## config.mk

```make
export PLATFORM = sky130hd
export DESIGN_NAME = lmc_fifo
export DESIGN_NICKNAME = d
export VERILOG_FILES = /design/src/rtl/lmc_pkg.sv /design/src/rtl/lmc_fifo.sv
export SDC_FILE = /design/constraint.sdc
export NUM_CORES = 1
export LEC_CHECK = 0
export ABC_AREA = 1
export ABC_CLOCK_PERIOD_IN_PS = 1300
export BUFFER_PORTS_ARGS = -buffer_cell sky130_fd_sc_hd__buf_4
export CAP_MARGIN = 10
export CORE_UTILIZATION = 41
export CTS_CLUSTER_DIAMETER = 80
export CTS_CLUSTER_SIZE = 20
export DETAILED_ROUTE_END_ITERATION = 8
export PLACE_DENSITY_LB_ADDON = 0.15
export SKIP_CTS_REPAIR_TIMING = 1
export SYNTH_ARGS = -nofsm -noshare
export SYNTH_HDL_FRONTEND = slang
export SYNTH_SLANG_ARGS = --single-unit
```

## constraint.sdc

```tcl
create_clock -name clk -period 1.3 [get_ports clk]
set_input_delay 0 -clock clk [delete_from_list [all_inputs] [get_ports clk]]
set_output_delay 0 -clock clk [all_outputs]
set_load 0.02 [all_outputs]
```

## src/rtl/lmc_pkg.sv

```systemverilog
// ----------------------------------------------------------------------------
// lmc_pkg
// Shared constants and types of the letter modular exponentiation cipher.
// ----------------------------------------------------------------------------
package lmc_pkg;

	localparam int MOD_WIDTH_DEF = 16;
	localparam int EXP_BITS      = 16;
	localparam int CHAR_W        = 8;
	localparam int CFG_W         = 16;
	localparam int IDX_W         = 2;
	localparam int LETTER_W      = 5;
	localparam int FIFO_DEPTH    = 2;

	localparam logic [IDX_W-1:0] REG_MODULUS = 2'd0;
	localparam logic [IDX_W-1:0] REG_ENC_EXP = 2'd1;
	localparam logic [IDX_W-1:0] REG_DEC_EXP = 2'd2;

	localparam int                MODULUS_RST = 33;
	localparam logic [CFG_W-1:0]  ENC_EXP_RST = 16'd7;
	localparam logic [CFG_W-1:0]  DEC_EXP_RST = 16'd3;

	localparam logic [CHAR_W-1:0] UPPER_OFFSET = 8'd64;
	localparam logic [CHAR_W-1:0] LOWER_OFFSET = 8'd96;
	localparam logic [CHAR_W-1:0] CHAR_UPPER_A = 8'h41;
	localparam logic [CHAR_W-1:0] CHAR_UPPER_Z = 8'h5A;
	localparam logic [CHAR_W-1:0] CHAR_LOWER_A = 8'h61;
	localparam logic [CHAR_W-1:0] CHAR_LOWER_Z = 8'h7A;

	localparam logic OP_ENCRYPT = 1'b0;

	typedef struct packed {
		logic letter;
		logic upper;
	} lmc_kind_t;

endpackage

```

## src/rtl/lmc_fifo.sv

```systemverilog
// ----------------------------------------------------------------------------
// lmc_fifo
// Short queue between the classifying front and the exponentiation pipeline.
// ----------------------------------------------------------------------------
module lmc_fifo #(
	parameter int DW = 8
) (
	input  logic          clk,
	input  logic          arst_n,
	input  logic          push,
	input  logic [DW-1:0] din,
	input  logic          pop,
	output logic [DW-1:0] dout,
	output logic          empty,
	output logic          full
);

	localparam int DEPTH = lmc_pkg::FIFO_DEPTH;
	localparam int PTR_W = $clog2(DEPTH);
	localparam int CNT_W = $clog2(DEPTH + 1);

	logic [DW-1:0]    mem_q [DEPTH];
	logic [PTR_W-1:0] wr_ptr_q;
	logic [PTR_W-1:0] rd_ptr_q;
	logic [CNT_W-1:0] count_q;

	assign empty = (count_q == '0);
	assign full  = (count_q == CNT_W'(DEPTH));
	assign dout  = mem_q[rd_ptr_q];

	always_ff @(posedge clk or negedge arst_n) begin
		if (!arst_n) begin
			wr_ptr_q <= '0;
			rd_ptr_q <= '0;
			count_q  <= '0;
		end else begin
			if (push) begin
				wr_ptr_q <= (wr_ptr_q == PTR_W'(DEPTH - 1)) ? '0 : wr_ptr_q + 1'b1;
			end
			if (pop) begin
				rd_ptr_q <= (rd_ptr_q == PTR_W'(DEPTH - 1)) ? '0 : rd_ptr_q + 1'b1;
			end
			if (push && !pop) begin
				count_q <= count_q + 1'b1;
			end else if (pop && !push) begin
				count_q <= count_q - 1'b1;
			end
		end
	end

	always_ff @(posedge clk) begin
		if (push) begin
			mem_q[wr_ptr_q] <= din;
		end
	end

	a_no_overflow: assert property (@(posedge clk) disable iff (!arst_n)
		full && !pop |-> !push)
		else $error("push into full queue");

	a_no_underflow: assert property (@(posedge clk) disable iff (!arst_n)
		pop |-> !empty)
		else $error("pop from empty queue");

	a_count_grows: assert property (@(posedge clk) disable iff (!arst_n)
		push && !pop |=> count_q == $past(count_q) + 1'b1)
		else $error("queue count did not follow transfer");

endmodule

```

* After elaboration in Yosys (flattened, before gate mapping)
Memory sizes are Yosys's and may differ from the RTL's. Cells that the tools add are included.
Storage, ports and cells: output and inout bits 10, memories kept 1, logic and storage cells 21, bits of input ports 12, flip-flop bits (word level) 4, bits in writable memories 16
Memory list:
- mem_q | words 2, bits a word 8, read ports 1, clocked after memory_dff 0, write ports 1, RTL line lmc_fifo.sv:22 | logic [DW-1:0] mem_q [DEPTH];
Operators by class: add/subtract/negate cells 4, eq/ne operators 1, reductions and logical operators 6, multiplexer cells 6
Operator list (number):
- 1-bit two-way mux | 4
- 2-bit two-way mux | 2
- 1-bit adder (second input constant) | 2
- 2-bit by 1-bit adder with 2-bit output (second input constant) | 1
- 2-bit equality test (second input constant) | 1
- 1-bit logical AND | 2
- 1-bit zero test | 2
- 2-bit zero test | 1
- 2-bit nonzero test | 1
- 2-bit by 1-bit subtractor with 2-bit output (second input constant) | 1

* Logic depth before layout (Yosys ltp)
word-level depth 4, gate-level depth with buffers 7, gate-level depth less buffers 7

* Least setup slack after synthesis
OpenSTA, ideal clock, no wires.
path type register to register, from register wr_ptr_q, to memory mem_q[0][0], enable pin, required time 0.930 ns, setup time 0.370 ns, cell stages (with the launch flop) 2, arrival time 0.774 ns, path buffers 0, path slack 0.156 ns, period minus slack after synthesis 1.144 ns, path through dfrtp_1 nor2_1
RTL lines:
- from (decl) | RTL line lmc_fifo.sv:23 | logic [PTR_W-1:0] wr_ptr_q;
- from (signal assigned) | RTL line lmc_fifo.sv:38 | wr_ptr_q <= (wr_ptr_q == PTR_W'(DEPTH - 1)) ? '0 : wr_ptr_q + 1'b1;
- to (decl) | RTL line lmc_fifo.sv:22
No word-level cell before the write port.

* Final worst setup path
from register rd_ptr_q, to output port dout[5]
Between the ends: word-level cells in the longest chain between the ends 1
RTL lines:
- from (decl) | RTL line lmc_fifo.sv:24 | logic [PTR_W-1:0] rd_ptr_q;
- from (signal assigned) | RTL line lmc_fifo.sv:41 | rd_ptr_q <= (rd_ptr_q == PTR_W'(DEPTH - 1)) ? '0 : rd_ptr_q + 1'b1;
- memory read 2 x 8 bit
- to (decl) | RTL line lmc_fifo.sv:13 | output logic [DW-1:0] dout,
No other way between the ends.

==> out/results.tsv <==
metric	value	unit
number of synthesized flops with an enable pin	16	
min cycle time layout	1.29	ns
gr ovfl total	0	
vias in the first global route	420	
Seq cells post-synth	20	
fin. max-slew vios	0	
hold crit path type	in2async	
GRT busiest layer	met2	
count of final setup violators	0	
Power, Total	2.51	mW
detailed placer's ending HPWL	860	µm
Top FF cell, synth	edfxtp_1	
CTS H-tree depth	1	
routed vias/inst	4.34	
placer congestion estimate	0.597	
Synth Area in Adders	0.0153	
Core Rows	15	
M3 GR Usage	0.0353	
largest family of logic cells by synthesized area	multiplexers	
Final WS setup	0.0135	ns
largest cells by area after synthesis	edfxtp_1, mux2_4, dfrtp_1	
Starting DRT DRC Count	3	
RSZ-0062 raised after global routing	yes	
wire per inst	10.9	µm
ANT cells	0	
drc violations	0	
maximum capacitance violations	0	
CP arrival	1.29	ns
CP max FO	5	
most common cell in the netlist	edfxtp_1	
Core Area	0.00180	mm²
Yosys top cell by area	edfxtp_1	
startpoint types	flop	
worst slack at placement	0.143	ns
Initial Utilization	0.454	
total CTS buffers	3	
pwr dens	2040	mW/mm²
CTS tree	built	
met2 Use GR	0.219	
Mapped Area	818	µm²
Post-Synth Simple-Gate Area	0.0505	
final hold violation count	0	
Compound-Gate Fraction of Synth Area	0	
status	finished, final reports clean	
Clk Tree Root Cell	clkbuf_4	
Synthesized Nets	63	
Worst Setup End Kind	output pin	
fin crit share	0.990	
Max Clk Rate	777	MHz
Clock Pin Slew Worst Setup and Hold Paths	0.11	ns
TritonRoute pass-1 iters	4	
Layout area overhead	50.0	%
area fraction of the dominant cell type after synthesis	0.587	
via count	495	
synth cell count leaders	edfxtp_1, mux2_4, inv_1	
largest net degree at the start of global routing	13	
final WL	1240	µm
# fillers	155	
Nets	103	
Total Routing Usage GR	0.124	
share of layout cells above drive strength 1	0.427	
Peak supply drop	1.22	mV
clock tree sinks	20	
mux share of post-synthesis cell area	0.147	
initial antenna violation count	0	
Post-Synth XOR/XNOR Area	0.0321	
Seq/Total Area, Yosys	0.709	
io pins	22	
Synth warnings	0	
DIE WIDTH	46.7	µm
worst-case clock buffer depth	2	
Post-synth ARST share	0.200	
grt met1 use	0.138	
Mean Syn Cell Area	16.4	µm²
Final Skew	0.00832	ns
Leakage	0.547	nW
worst-skew pair later-pin latency	0.29	ns
post-detailed-route count of antenna-violating nets	0	
post-synthesis cell count	50	
first-pass GRT wire length	1770	µm
slew margin rel.	0.793	
Buffers on Ports	21	
critical path required time	1.30	ns
worst slew pin tran	0.311	ns
Worst Path Class, Setup	reg2out	
DIE AREA	0.00218	mm²
synth unique cells	12	
die extent in y	46.7	µm
[metal layers]
metal,up-vias,routed length (µm)
met4,0,7
met2,13,691
met5,-,0
li1,252,-
met1,228,496
met3,2,46
[stage by stage]
step | instances | util | hold WS, ns | TNS (ns) | cell area [µm²]
final | 114 | 0.681 | 0.0379 | 0 | 1230
after CTS | 100 | 0.586 | -0.525 | -1.51 | 1060
after global placement | 96 | 0.557 | -0.200 | 0 | 1000
after detailed placement | 96 | 0.557 | -0.199 | 0 | 1000
after global routing | 114 | 0.681 | 0.0155 | -0.262 | 1230
after floorplan | 50 | - | -0.296 | 0 | 818
[final timing paths]
kind	start	to	slack (ns)	cells after the start
min in group clk	pop	rd_ptr_q	0.42	3
worst min-delay path	arst_n	wr_ptr_q	0.04	2
worst max-delay path	rd_ptr_q	dout[5]	0.01	3
max in group asynchronous	arst_n	rd_ptr_q	1.15	2
worst min register to register	wr_ptr_q	wr_ptr_q	0.50	1
worst max register to register	wr_ptr_q	mem_q[1][1]	0.27	2
[placed cells by master (no fill, tap or decap)]
master	instances
ha_1	1
nand4_1	1
nand3_1	1
inv_1	7
buf_6	10
xnor2_1	1
buf_4	15
nand2_1	5
dfrtp_1	3
bufinv_16	1
edfxtp_1	16
dfrtp_2	1
xor2_1	2
nor2_1	3
clkbuf_4	3
dlygate4sd3_1	11
mux2_4	8
[flip-flops by register name, indices dropped and copies added (netlist names)]
name,count
mem_q,16
count_q,2
rd_ptr_q,1
wr_ptr_q,1
[cell families (layout without fill, tap and decap cells)]
kind of cell,Yosys count,after routing
adders and majority gates,1,1
and+or+nand+nor,10,10
xor gates and xnor gates,3,3
muxes,8,8
DFF,20,20
buffers and inverters,8,47
[report_power, final]
| group | internal [mW] | switching (mW) |
|---|---|---|
| clock | 0.311 | 0.174 |
| sequential | 0.872 | 0.0844 |
| combinational | 0.594 | 0.472 |
| total | 1.78 | 0.730 |
[layout make-up]
cell class,count,area [µm²],area share
Clock inverter,1,30.0,0.0245
Sequential cell,20,582,0.474
Timing Repair Buffer,36,335,0.273
Clock buffer,3,22.5,0.0183
Multi-Input combinational cell,22,200,0.163
Tap cell,25,31.3,0.0255
Inverter,7,26.3,0.0214
[worst max-delay path, stage by stage, from the launching register on]
cell and delay (ns):
dfrtp_2 0.43, buf_6 0.14, mux2_4 0.30, buf_6 0.13
No activity file was read; power rests on OpenSTA's default activity.
