==> config.mk <==
export PLATFORM = sky130hd
export DESIGN_NAME = lmc_front
export DESIGN_NICKNAME = d
export VERILOG_FILES = /design/src/rtl/lmc_pkg.sv /design/src/rtl/lmc_front.sv
export SDC_FILE = /design/constraint.sdc
export NUM_CORES = 1
export LEC_CHECK = 0
export BUFFER_PORTS_ARGS = -buffer_cell sky130_fd_sc_hd__buf_2
export CORE_ASPECT_RATIO = 1.4
export CORE_UTILIZATION = 62
export DETAILED_ROUTE_END_ITERATION = 10
export MAX_ROUTING_LAYER = met4
export PLACE_DENSITY = 0.9
export REMOVE_ABC_BUFFERS = 1
export SLEW_MARGIN = 20
export SYNTH_ARGS = -nofsm -noshare
export SYNTH_HDL_FRONTEND = slang
export SYNTH_SLANG_ARGS = --single-unit
==> constraint.sdc <==
create_clock -name vclk -period 26.5
set_input_delay 1.325 -clock vclk [all_inputs]
set_output_delay 1.325 -clock vclk [all_outputs]
set_load 0.03 [all_outputs]
==> src/rtl/lmc_pkg.sv <==
// ----------------------------------------------------------------------------
// lmc_pkg
// Shared constants and types of the letter modular exponentiation cipher.
// ----------------------------------------------------------------------------
package lmc_pkg;

	localparam int MOD_WIDTH_DEF = 16;
	localparam int EXP_BITS      = 16;
	localparam int CHAR_W        = 8;
	localparam int CFG_W         = 16;
	localparam int IDX_W         = 2;
	localparam int LETTER_W      = 5;
	localparam int FIFO_DEPTH    = 2;

	localparam logic [IDX_W-1:0] REG_MODULUS = 2'd0;
	localparam logic [IDX_W-1:0] REG_ENC_EXP = 2'd1;
	localparam logic [IDX_W-1:0] REG_DEC_EXP = 2'd2;

	localparam int                MODULUS_RST = 33;
	localparam logic [CFG_W-1:0]  ENC_EXP_RST = 16'd7;
	localparam logic [CFG_W-1:0]  DEC_EXP_RST = 16'd3;

	localparam logic [CHAR_W-1:0] UPPER_OFFSET = 8'd64;
	localparam logic [CHAR_W-1:0] LOWER_OFFSET = 8'd96;
	localparam logic [CHAR_W-1:0] CHAR_UPPER_A = 8'h41;
	localparam logic [CHAR_W-1:0] CHAR_UPPER_Z = 8'h5A;
	localparam logic [CHAR_W-1:0] CHAR_LOWER_A = 8'h61;
	localparam logic [CHAR_W-1:0] CHAR_LOWER_Z = 8'h7A;

	localparam logic OP_ENCRYPT = 1'b0;

	typedef struct packed {
		logic letter;
		logic upper;
	} lmc_kind_t;

endpackage

==> src/rtl/lmc_front.sv <==
// ----------------------------------------------------------------------------
// lmc_front
// Classifies a character, picks the exponent and reduces the letter value
// modulo the modulus to seed the exponentiation.
// ----------------------------------------------------------------------------
module lmc_front #(
	parameter int MOD_WIDTH = lmc_pkg::MOD_WIDTH_DEF
) (
	input  logic                        op,
	input  logic [lmc_pkg::CHAR_W-1:0]  in_char,
	input  logic [MOD_WIDTH-1:0]        modulus,
	input  logic [lmc_pkg::CFG_W-1:0]   enc_exponent,
	input  logic [lmc_pkg::CFG_W-1:0]   dec_exponent,
	output lmc_pkg::lmc_kind_t          kind,
	output logic [MOD_WIDTH-1:0]        base,
	output logic [MOD_WIDTH-1:0]        acc_init,
	output logic [lmc_pkg::EXP_BITS-1:0] expo
);

	localparam int RW = MOD_WIDTH + lmc_pkg::LETTER_W;

	logic [lmc_pkg::CHAR_W-1:0] offset;
	logic [lmc_pkg::CHAR_W-1:0] diff;
	logic [RW-1:0]              rem;
	logic [RW-1:0]              msh;

	always_comb begin
		kind.upper  = (in_char >= lmc_pkg::CHAR_UPPER_A) && (in_char <= lmc_pkg::CHAR_UPPER_Z);
		kind.letter = kind.upper ||
			((in_char >= lmc_pkg::CHAR_LOWER_A) && (in_char <= lmc_pkg::CHAR_LOWER_Z));
		offset = kind.upper ? lmc_pkg::UPPER_OFFSET : lmc_pkg::LOWER_OFFSET;
		diff   = in_char - offset;
	end

	// letter value mod modulus, one restoring step per bit of the letter value
	always_comb begin
		rem = RW'(diff[lmc_pkg::LETTER_W-1:0]);
		msh = '0;
		for (int k = lmc_pkg::LETTER_W - 1; k >= 0; k--) begin
			msh = RW'(modulus) << k;
			if (rem >= msh) begin
				rem = rem - msh;
			end
		end
	end

	assign base     = rem[MOD_WIDTH-1:0];
	assign acc_init = (modulus == MOD_WIDTH'(1)) ? '0 : MOD_WIDTH'(1);
	assign expo     = (op == lmc_pkg::OP_ENCRYPT) ? enc_exponent : dec_exponent;

endmodule

; After elaboration in Yosys (flattened, before gate mapping)
; Index checks and enable logic that the tools add are counted.
[op_classes]
add_sub_neg = 6
n_lt_le_gt_ge = 9
n_eq_ne = 1
mux = 7
reduce_logical = 3
[op_table]
columns = operator, n
row1 = $mux W21, 4
row2 = $mux W16, 2
row3 = $ge A21 B16 Y1, 1
row4 = $ge A21 B17 Y1, 1
row5 = $ge A21 B18 Y1, 1
row6 = $ge A21 B19 Y1, 1
row7 = $sub A21 B17 Y21, 1
row8 = $sub A21 B18 Y21, 1
row9 = $sub A21 B19 Y21, 1
row10 = $sub A5 B20 Y21, 1
row11 = $ge A5 B20 Y1, 1
row12 = $eq A16 B1 Y1 const B, 1
row13 = $ge A8 B7 Y1 const B, 2
row14 = $le A8 B7 Y1 const B, 2
row15 = $sub A16 B16 Y16, 1
row16 = $sub A5 B5 Y5 const B, 1
row17 = $logic_and A1 B1 Y1, 2
row18 = $logic_or A1 B1 Y1, 1
row19 = $mux W1, 1
[word_totals]
reg_bits = 0
input_bits = 57
output_inout_bits = 50
word_cells = 26

; Longest topological paths before layout
; Gate-level depths: netlist (run 1).
[logic_depth]
word_depth = 11
mapped_depth = 56

; Worst setup path before layout (run 1)
; No wires, ideal clock.
[synth_path]
path_type = in2out
from = in in_char[3] (netlist bit)
to = out base[10]
arrival_time_ns = 12.651
required_ns = 25.175
path_slack_ns = 12.524
path_stages = 51
path_cell_list = or4_4 > nor3b_4 > o21a_2 > o21ai_2 > inv_1 > ha_1 > clkbuf_1 > and4_1 > clkbuf_1 > nand4_1 > a21o_1 > o2111ai_1 > or3_1 > buf_2 > o21ai_0 > inv_1 > ha_1 > nor2b_1 > [15 not listed] > a21boi_0 > and2_1 > o211a_1 > buf_2 > mux2_2 > ha_1 > a21o_1 > a21oi_1 > a21boi_0 > a21oi_1 > o31ai_1 > a21boi_0 > o21a_1 > o21ai_0 > nand3_1 > a311oi_4 > buf_6 > mux2i_1
[synth_via]
elab_chain_len = 11
word_cells_on_any_way = 16
classes_between = add/sub: 6 / order compare: 5 / mux: 5
[synth_rtl]
columns = element, line_no
row1 = "start, declared", lmc_front.sv:10  ; input logic [lmc_pkg::CHAR_W-1:0] in_char,
row2 = $sub A5 B5 Y5 *, lmc_front.sv:32  ; diff = in_char - offset;
row3 = $sub A5 B20 Y21 / $ge A5 B20 Y1 (equally long branches), "lmc_front.sv:42, lmc_front.sv:41"
row4 = $mux W21 *, lmc_front.sv:41  ; if (rem >= msh) begin
row5 = $sub A21 B19 Y21 / $ge A21 B19 Y1 (equally long branches), "lmc_front.sv:42, lmc_front.sv:41"
row6 = $mux W21 *, lmc_front.sv:41
row7 = $sub A21 B18 Y21 / $ge A21 B18 Y1 (equally long branches), "lmc_front.sv:42, lmc_front.sv:41"
row8 = $mux W21 *, lmc_front.sv:41
row9 = $sub A21 B17 Y21 / $ge A21 B17 Y1 (equally long branches), "lmc_front.sv:42, lmc_front.sv:41"
row10 = $mux W21 *, lmc_front.sv:41
row11 = $ge A21 B16 Y1 / $sub A16 B16 Y16 (equally long branches), "lmc_front.sv:41, lmc_front.sv:42"
row12 = $mux W16 *, lmc_front.sv:41
row13 = "end, declared", lmc_front.sv:15  ; output logic [MOD_WIDTH-1:0] base,
; Every way passes the cells marked *; elsewhere a longest branch is shown, timed or not.

; Worst setup path after layout (run 1)
[layout_path]
from = in modulus[10]
to = out base[5]
[layout_via]
elab_chain_len = 10
word_cells_on_any_way = 15
classes_between = add/sub: 5 / order compare: 5 / mux: 5
[layout_rtl]
columns = element, line_no
row1 = "start, declared", lmc_front.sv:11  ; input logic [MOD_WIDTH-1:0] modulus,
row2 = $sub A5 B20 Y21 / $ge A5 B20 Y1 (equally long branches), "lmc_front.sv:42, lmc_front.sv:41"
row3 = $mux W21, lmc_front.sv:41
row4 = $sub A21 B19 Y21 / $ge A21 B19 Y1 (equally long branches), "lmc_front.sv:42, lmc_front.sv:41"
row5 = $mux W21, lmc_front.sv:41
row6 = $sub A21 B18 Y21 / $ge A21 B18 Y1 (equally long branches), "lmc_front.sv:42, lmc_front.sv:41"
row7 = $mux W21, lmc_front.sv:41
row8 = $sub A21 B17 Y21 / $ge A21 B17 Y1 (equally long branches), "lmc_front.sv:42, lmc_front.sv:41"
row9 = $mux W21, lmc_front.sv:41
row10 = $ge A21 B16 Y1 / $sub A16 B16 Y16 (equally long branches), "lmc_front.sv:41, lmc_front.sv:42"
row11 = $mux W16 *, lmc_front.sv:41
; Marked as above.

==> results.toml, run 1 <==
[outcome]
status = "finished clean"

[route]
drt_iter0_drc = 292
finalWirelength_um = 13500
dr.pass1.iters = 5
ant_nets = 0
vias = 4957
via_per_inst = 6.24
avgRoutedWirePerCell_um = 17.0
drc_errors = 0

[finish]
regArea_um2 = 0
instances_no_fill = 794
drive_above_1_share_pct = 21.5
area_growth_pct = 10.2
stdcell_area_um2 = 5040
antenna_cells = 0
nClkBuffers = 0
nNetsFinal = 829
seq_cell_count = 0

[worst_setup_path]
cp.arrival_ns = 14.83
crit_slowest_cell = "a2111oi_1"
worst-path-buf-inv = 5
critical-path-max-stage-delay_ns = 0.85
crit_fanout = 25
cp.required_ns = 25.17
cp-start-kind = "input pin"
critPathCaptureType = "output pin"
critical_path_class = "in -> out"
path_delay_family = "compound AO/OA/AOI/OAI gates"

[die]
die-area_um2 = 7730
ioPinCount = 107
fp.coreArea_um2 = 7030
initial_core_util_pct = 65.1
die_w_um = 74.6
die_h_um = 104
num_rows = 36

[timing]
worst_pin_slew_ns = 0.870
whs_ns = 2.92
rsz0062_at_grt = "false"
fin_crit_ns = 16.16
fmax_mhz = 61.9
hold_viol = 0
fin_crit_sh_pct = 61.0
fin_ws_ns = 10.34
final_max_slew_viol_count = 0
tns_ns = 0
max-slew-margin-rel_pct = 41.8
finalSetupViolCount = 0

[yosys]
synth.avg_cell_area_um2 = 7.36
yosys_warnings = 0
synth_top_family_by_area = "compound AO/OA/AOI/OAI gates"
post_synth_and_or_nand_nor_area_fraction_pct = 20.2
synth_top_area_share_pct = 18.3
yosys.area.top_type = "ha_1"
muxShareOfSynthArea_pct = 16.2
syn_inst = 621
synth_xor_area_share_pct = 9.58
synth_fa_ha_area_share_pct = 20.1
yosysSeqAreaShare_pct = 0
synth_cell_types = 71
synth_area_um2 = 4570
synth_compound_area_share_pct = 25.7
synthTopCellsByArea = "ha_1 18%, mux2_2 9.4%, mux2i_1 6.6%"

[power_and_ir_drop]
total_leakage_power_nw = 2.77
power_density_nw_per_um2 = 11.0
peakVddDrop_uv = 6.74

[place]
place_hpwl_um = 11500
place_area_um2 = 5030
port_buffers = 92
dp_slack_ns = 10.17
gp_congestion = 0.918
place_inst = 793

[clock_network]
cts_resized = 0
cts_setup_buffers = 0
cts_hold_buf = 0

[min_path]
hold_path_end = "kind[0]"
hold_path_startpoint = "in_char[5]"
hp-class = "in -> out"
holdPathStages = 3

[global_route]
grtUsageTotal_pct = 34.7
grt_antenna_before_repair = 0
grt_pass1_vias = 4565
grt_first_pass_wirelength_um = 20900
grt_overflow = 0
grt_max_degree = 26

[run]
max_cap_viol_count = 0
[worst max-delay path by stage]
| stage | startpoint | end | slack [ns] | depth (start not counted) |
|---|---|---|---|---|
| CTS | modulus[10] | base[1] | 10.15 | 47 |
| detailed placement | modulus[10] | base[1] | 10.17 | 48 |
| global placement | modulus[10] | base[1] | 10.87 | 47 |
| floorplan | in_char[3] | base[0] | 12.25 | 45 |
| global route | modulus[10] | base[5] | 9.19 | 48 |
| finish | modulus[10] | base[5] | 10.34 | 48 |
[synth_stat cells, types with 4 or more instances]
| cell | instances |
|---|---|
| o21ai_0 | 36 |
| mux2i_1 | 30 |
| clkbuf_1 | 7 |
| mux2_2 | 38 |
| nor2b_1 | 12 |
| xor2_1 | 16 |
| a21oi_1 | 44 |
| nor2_1 | 44 |
| a21o_1 | 23 |
| nand2_1 | 33 |
| a31oi_1 | 4 |
| nand4_1 | 10 |
| o21bai_1 | 5 |
| or2_2 | 4 |
| nand2b_1 | 10 |
| xnor2_1 | 34 |
| buf_4 | 16 |
| o21a_1 | 10 |
| nor3_1 | 14 |
| nand3_1 | 11 |
| a211oi_1 | 6 |
| ha_1 | 67 |
| inv_1 | 50 |
| buf_2 | 5 |
| o211ai_1 | 7 |
| fa_1 | 4 |
| and3_1 | 9 |
| a21boi_0 | 6 |
| nor4_1 | 5 |
[placed cells by master, fill, tap and decap left out, drive strengths merged, types with 13 or more instances in the layout]
cell type | Yosys | routed
buf | 23 | 94
ha | 67 | 67
inv | 51 | 51
nor2 | 44 | 44
a21oi | 44 | 44
mux2 | 39 | 39
o21ai | 38 | 38
xnor2 | 34 | 34
nand2 | 33 | 33
mux2i | 30 | 30
a21o | 23 | 23
xor2 | 16 | 16
conb | 1 | 15
nor3 | 14 | 14
nor2b | 13 | 13
[per-stage QoR]
stage | total power [mW] | utilization [%]
floorplan | 0.0388 | -
global placement | 0.0527 | 71.5
detailed placement | 0.0541 | 71.5
CTS | 0.0544 | 71.5
global route | 0.0601 | 71.7
finish | 0.0553 | 71.7
[metal layers]
layer	routed length, um	vias up	global-route usage [%]
met5	0	-	-
met4	512	0	11.6
met3	803	51	1.36
met2	6750	250	61.1
met1	5470	2247	40.7
li1	-	2409	-
[cells by family (layout without fill, tap and decap cells)]
logic type                 after synthesis  after routing
other                                    1             15
adders and majority gates               71             71
buffers and inverters                   81            145
xor gates and xnor gates                50             50
AOI/OAI and AO/OA                      175            175
muxes                                   69             69
and+or+nand+nor                        174            174
[layout make-up]
class / instances / area (um2)
Multi-Input combinational cell: 554 / 4250
Fill cell: 637 / 1990
Timing Repair Buffer: 94 / 479
Inverter: 51 / 191
Tap cell: 95 / 119
[worst min-delay path, delay by kind of cell]
family                 cells  cell delay, ns
buffers and inverters      2            0.24
AND/OR/NAND/NOR            1            0.03
[report_power, final]
| group | switching (mW) | internal [mW] |
|---|---|---|
| clock | 0 | 0 |
| sequential | 0 | 0 |
| combinational | 0.0339 | 0.0214 |
(Power assumes the default switching activity.)
==> inputs of run 2 (changes only) <==
--- a/config.mk
+++ b/config.mk
@@ -7,10 +7,10 @@
 export LEC_CHECK = 0
 export BUFFER_PORTS_ARGS = -buffer_cell sky130_fd_sc_hd__buf_2
 export CORE_ASPECT_RATIO = 1.4
-export CORE_UTILIZATION = 62
+export CORE_UTILIZATION = 52
 export DETAILED_ROUTE_END_ITERATION = 10
 export MAX_ROUTING_LAYER = met4
-export PLACE_DENSITY = 0.9
+export PLACE_DENSITY = 0.81
 export REMOVE_ABC_BUFFERS = 1
 export SLEW_MARGIN = 20
 export SYNTH_ARGS = -nofsm -noshare
==> constraint.sdc (replaced) <==
create_clock -name vclk -period 14.75
set_input_delay 0.7375 -clock vclk [all_inputs]
set_output_delay 0.7375 -clock vclk [all_outputs]
set_load 0.03 [all_outputs]
==> results.toml, run 2 (synthesis results as in run 1) <==
[power_and_ir_drop]
peakVddDrop_uv = 16.1
power_density_nw_per_um2 = 19.7
combPwrFrac_pct = 100.0
clockPowerShare_pct = 0
p_sw_uw = 61.5
p_seq_share_pct = 0
swShare_pct = 61.5
total_leakage_power_nw = 2.79
internal-power_uw = 38.6

[die]
die_w_um = 81.3
initial_core_util_pct = 53.4
ioPinCount = 107
die-area_um2 = 9180
die_h_um = 113
num_rows = 40
fp.coreArea_um2 = 8560

[finish]
final_cell_mix = "92 x buf_2, 67 x ha_1, 50 x inv_1"
regArea_um2 = 0
area_growth_pct = 11.1
n_fill_cell = 800
nNetsFinal = 832
nClkBuffers = 0
drive_above_1_share_pct = 22.1
final_common_cell = "buf_2"
antenna_cells = 0
seq_cell_count = 0

[global_route]
grt_antenna_before_repair = 0
grt_max_degree = 17
grt_first_pass_wirelength_um = 21600
grtUsageTotal_pct = 30.4
grt_overflow = 0
grt_pass1_vias = 4788

[worst_setup_path]
cp.required_ns = 14.01
cp.arrival_ns = 13.01
crit_slowest_cell = "or3_1"
path_delay_family = "compound AO/OA/AOI/OAI gates"
worst-path-buf-inv = 6
critical-path-max-stage-delay_ns = 0.61
critical_path_class = "in -> out"
crit_fanout = 16
critPathCaptureType = "output pin"
cp-start-kind = "input pin"

[timing]
whs_ns = 1.74
max-slew-margin-rel_pct = 60.4
tns_ns = 0
finalSetupViolCount = 0
fin_crit_ns = 13.75
final_max_slew_viol_count = 0
worst_pin_slew_ns = 0.588
hold_viol = 0
fmax_mhz = 72.7
fin_crit_sh_pct = 93.2
rsz0062_at_grt = "false"

[route]
finalWirelength_um = 13900
avgRoutedWirePerCell_um = 17.2
ant_nets = 0
via_per_inst = 6.19
drt_iter0_drc = 342
dr.pass1.iters = 5
drc_errors = 0
vias = 4992

[min_path]
hp-class = "in -> out"

[run]
max_cap_viol_count = 0

[place]
port_buffers = 92
place_hpwl_um = 11800
gp_congestion = 1.00

[outcome]
status = "finished clean"
run 2: cell count changes in the layout (fill, tap and decap cells not counted):
| cell | change |
|---|---|
| buf_6 | -1 |
| a2111oi_2 | +1 |
| o41ai_1 | -1 |
| o21ai_0 | -1 |
| o21ai_1 | +1 |
| buf_4 | +4 |
| a2111oi_1 | -1 |
| o41ai_2 | +1 |
run 2: path summary, 6_finish.rpt:
| check | startpoint | endpoint | slack, ns | depth (start not counted) |
|---|---|---|---|---|
| setup / recovery | modulus[10] | base[1] | 1.0 | 49 |
| hold / removal | in_char[5] | kind[0] | 1.74 | 3 |
run 2: timing repair:
item / in CTS / in global routing
gates resized for setup: 0 / 3
hold buffers: 0 / 0
buffers inserted: 0 / 0
setup endpoints to repair: 0 / 16
run 2: tightest hold or removal path, stage by stage:
cell     delay [ns]
buf_2          0.07
nor2b_1        0.03
buf_2          0.16
run 2: routing by layer:
layer / wire, um / vias to the layer above / global-route usage (%)
met2: 7030 / 245 / 54.7
met5: 0 / - / -
met1: 5310 / 2279 / 32.1
met3: 812 / 61 / 2.10
li1: - / 2407 / -
met4: 769 / 0 / 16.9
run 2: cell type report:
cell class / count / area [um2] / area share [%]
inverter: 51 / 191 / 3.77
tap: 105 / 131 / 2.58
timing repair buffer: 97 / 498 / 9.80
multi-input combinational: 554 / 4260 / 83.9
run 2: per-stage QoR:
step                      cells  utilization (%)  total power, mW  setup slack [ns]  area (um2)
after floorplan             605                -           0.0697              1.68        4440
after global placement      807             59.2           0.0961              1.18        5070
after detailed placement    807             59.2           0.0981             0.601        5070
after CTS                   807             59.2           0.0985             0.515        5070
after global routing        807             59.4            0.109            0.0585        5080
final                       807             59.4            0.100             0.999        5080
run 2: power groups by stage:
stage / combinational (mW) / clock [mW] / sequential [mW]
2_1_floorplan: 0.0697 / 0 / 0
3_3_place_gp: 0.0961 / 0 / 0
3_5_place_dp: 0.0981 / 0 / 0
4_1_cts: 0.0985 / 0 / 0
5_1_grt: 0.109 / 0 / 0
6_report: 0.100 / 0 / 0
==> inputs of run 3 (changes only) <==
--- a/config.mk
+++ b/config.mk
@@ -7,10 +7,11 @@
 export LEC_CHECK = 0
 export BUFFER_PORTS_ARGS = -buffer_cell sky130_fd_sc_hd__buf_2
 export CORE_ASPECT_RATIO = 1.4
-export CORE_UTILIZATION = 52
+export CORE_UTILIZATION = 45
 export DETAILED_ROUTE_END_ITERATION = 10
 export MAX_ROUTING_LAYER = met4
-export PLACE_DENSITY = 0.81
+export PLACE_DENSITY = 0.71
+export RECOVER_POWER = 50
 export REMOVE_ABC_BUFFERS = 1
 export SLEW_MARGIN = 20
 export SYNTH_ARGS = -nofsm -noshare
==> constraint.sdc (replaced) <==
create_clock -name vclk -period 14.75
set_input_delay 0.7375 -clock vclk [all_inputs]
set_output_delay 0.7375 -clock vclk [all_outputs]
set_load 0.1 [all_outputs]
==> results.toml, run 3 (synthesis results as in run 1) <==
[power_and_ir_drop]
internal-power_uw = 37.3
peakVddDrop_uv = 12.3
total_leakage_power_nw = 2.74
p_sw_uw = 97.1
p_seq_share_pct = 0
combPwrFrac_pct = 100.0
swShare_pct = 72.2
power_density_nw_per_um2 = 26.4
clockPowerShare_pct = 0

[route]
drt_iter0_drc = 176
via_per_inst = 5.91
drc_errors = 0
vias = 4938
finalWirelength_um = 14200
avgRoutedWirePerCell_um = 16.9
ant_nets = 0
dr.pass1.iters = 5

[worst_setup_path]
cp.required_ns = 14.01
critical-path-max-stage-delay_ns = 0.60
path_delay_family = "compound AO/OA/AOI/OAI gates"
worst-path-buf-inv = 6
cp.arrival_ns = 12.99
crit_slowest_cell = "or3_1"
crit_fanout = 23
critPathCaptureType = "output pin"
critical_path_class = "in -> out"
cp-start-kind = "input pin"

[timing]
fin_ws_ns = 1.03
worst_pin_slew_ns = 1.18
finalSetupViolCount = 0
final_max_slew_viol_count = 0
fin_crit_ns = 13.72
hold_viol = 0
tns_ns = 0
rsz0062_at_grt = "false"
max-slew-margin-rel_pct = 21.6
fin_crit_sh_pct = 93.0
fmax_mhz = 72.9

[finish]
antenna_cells = 0
seq_cell_count = 0
drive_above_1_share_pct = 19.7
nClkBuffers = 0
regArea_um2 = 0
n_fill_cell = 1053
final_common_cell = "buf_2"
final_cell_mix = "75 x buf_2, 67 x ha_1, 50 x inv_1"
nNetsFinal = 831
stdcell_area_um2 = 5090
finish.utilization_pct = 51.5
area_growth_pct = 11.4

[min_path]
hold_path_end = "kind[0]"
hold_path_startpoint = "in_char[5]"
hp-class = "in -> out"
holdPathStages = 3

[place]
port_buffers = 92
gp_congestion = 0.931
place_hpwl_um = 12200
dp_slack_ns = 0.569
place_area_um2 = 5100

[die]
fp.coreArea_um2 = 9900
num_rows = 43
die_h_um = 121
die_w_um = 87.2
die-area_um2 = 10600
ioPinCount = 107
initial_core_util_pct = 46.2

[global_route]
grt_overflow = 0
grt_first_pass_wirelength_um = 21900
grt_max_degree = 24
grtUsageTotal_pct = 26.7
grt_pass1_vias = 4782
grt_antenna_before_repair = 0

[clock_network]
cts_resized = 0
cts_hold_buf = 0
cts_setup_buffers = 0

[run]
max_cap_viol_count = 0

[outcome]
status = "finished clean"
==> run 3: cell count changes in the layout (fill, tap and decap cells not counted), sizes merged <==
cell,delta
buf,-18
clkbuf,+17
==> run 3: power by group through the flow <==
stage               clock network [mW]  logic (mW)  registers (mW)
finish                               0       0.134               0
global route                         0       0.143               0
CTS                                  0       0.135               0
detailed placement                   0       0.134               0
global placement                     0       0.133               0
floorplan                            0       0.105               0
==> run 3: layer usage <==
layer / up-vias / wire length (um) / GRT usage (%)
met3: 51 / 579 / 0.816
met5: - / 0 / -
met1: 2280 / 5670 / 28.1
met4: 0 / 644 / 11.9
met2: 189 / 7270 / 50.7
li1: 2418 / - / -
==> run 3: how the worst max path moves through the flow <==
stage,from,depth (start not counted),slack [ns],end
finish,in_char[0],47,1.03,base[15]
global route,in_char[0],47,0.16,base[15]
CTS,in_char[0],47,0.56,base[15]
detailed placement,in_char[0],47,0.57,base[15]
global placement,modulus[5],48,1.30,base[15]
floorplan,in_char[3],45,0.65,base[0]
==> run 3: per-stage QoR <==
| step | cells | hold slack [ns] | power (mW) |
|---|---|---|---|
| 2_1_floorplan | 605 | 1.80 | 0.105 |
| 3_3_place_gp | 836 | 1.86 | 0.133 |
| 3_5_place_dp | 836 | 1.86 | 0.134 |
| 4_1_cts | 836 | 1.86 | 0.135 |
| 5_1_grt | 836 | 1.89 | 0.143 |
| 6_report | 836 | 1.86 | 0.134 |
==> run 3: final cells by class <==
cell class / count / area (um2) / area share [%]
inverter: 51 / 191 / 3.76
multi-input combinational: 554 / 4270 / 83.7
tap: 135 / 169 / 3.32
timing repair buffer: 96 / 469 / 9.21
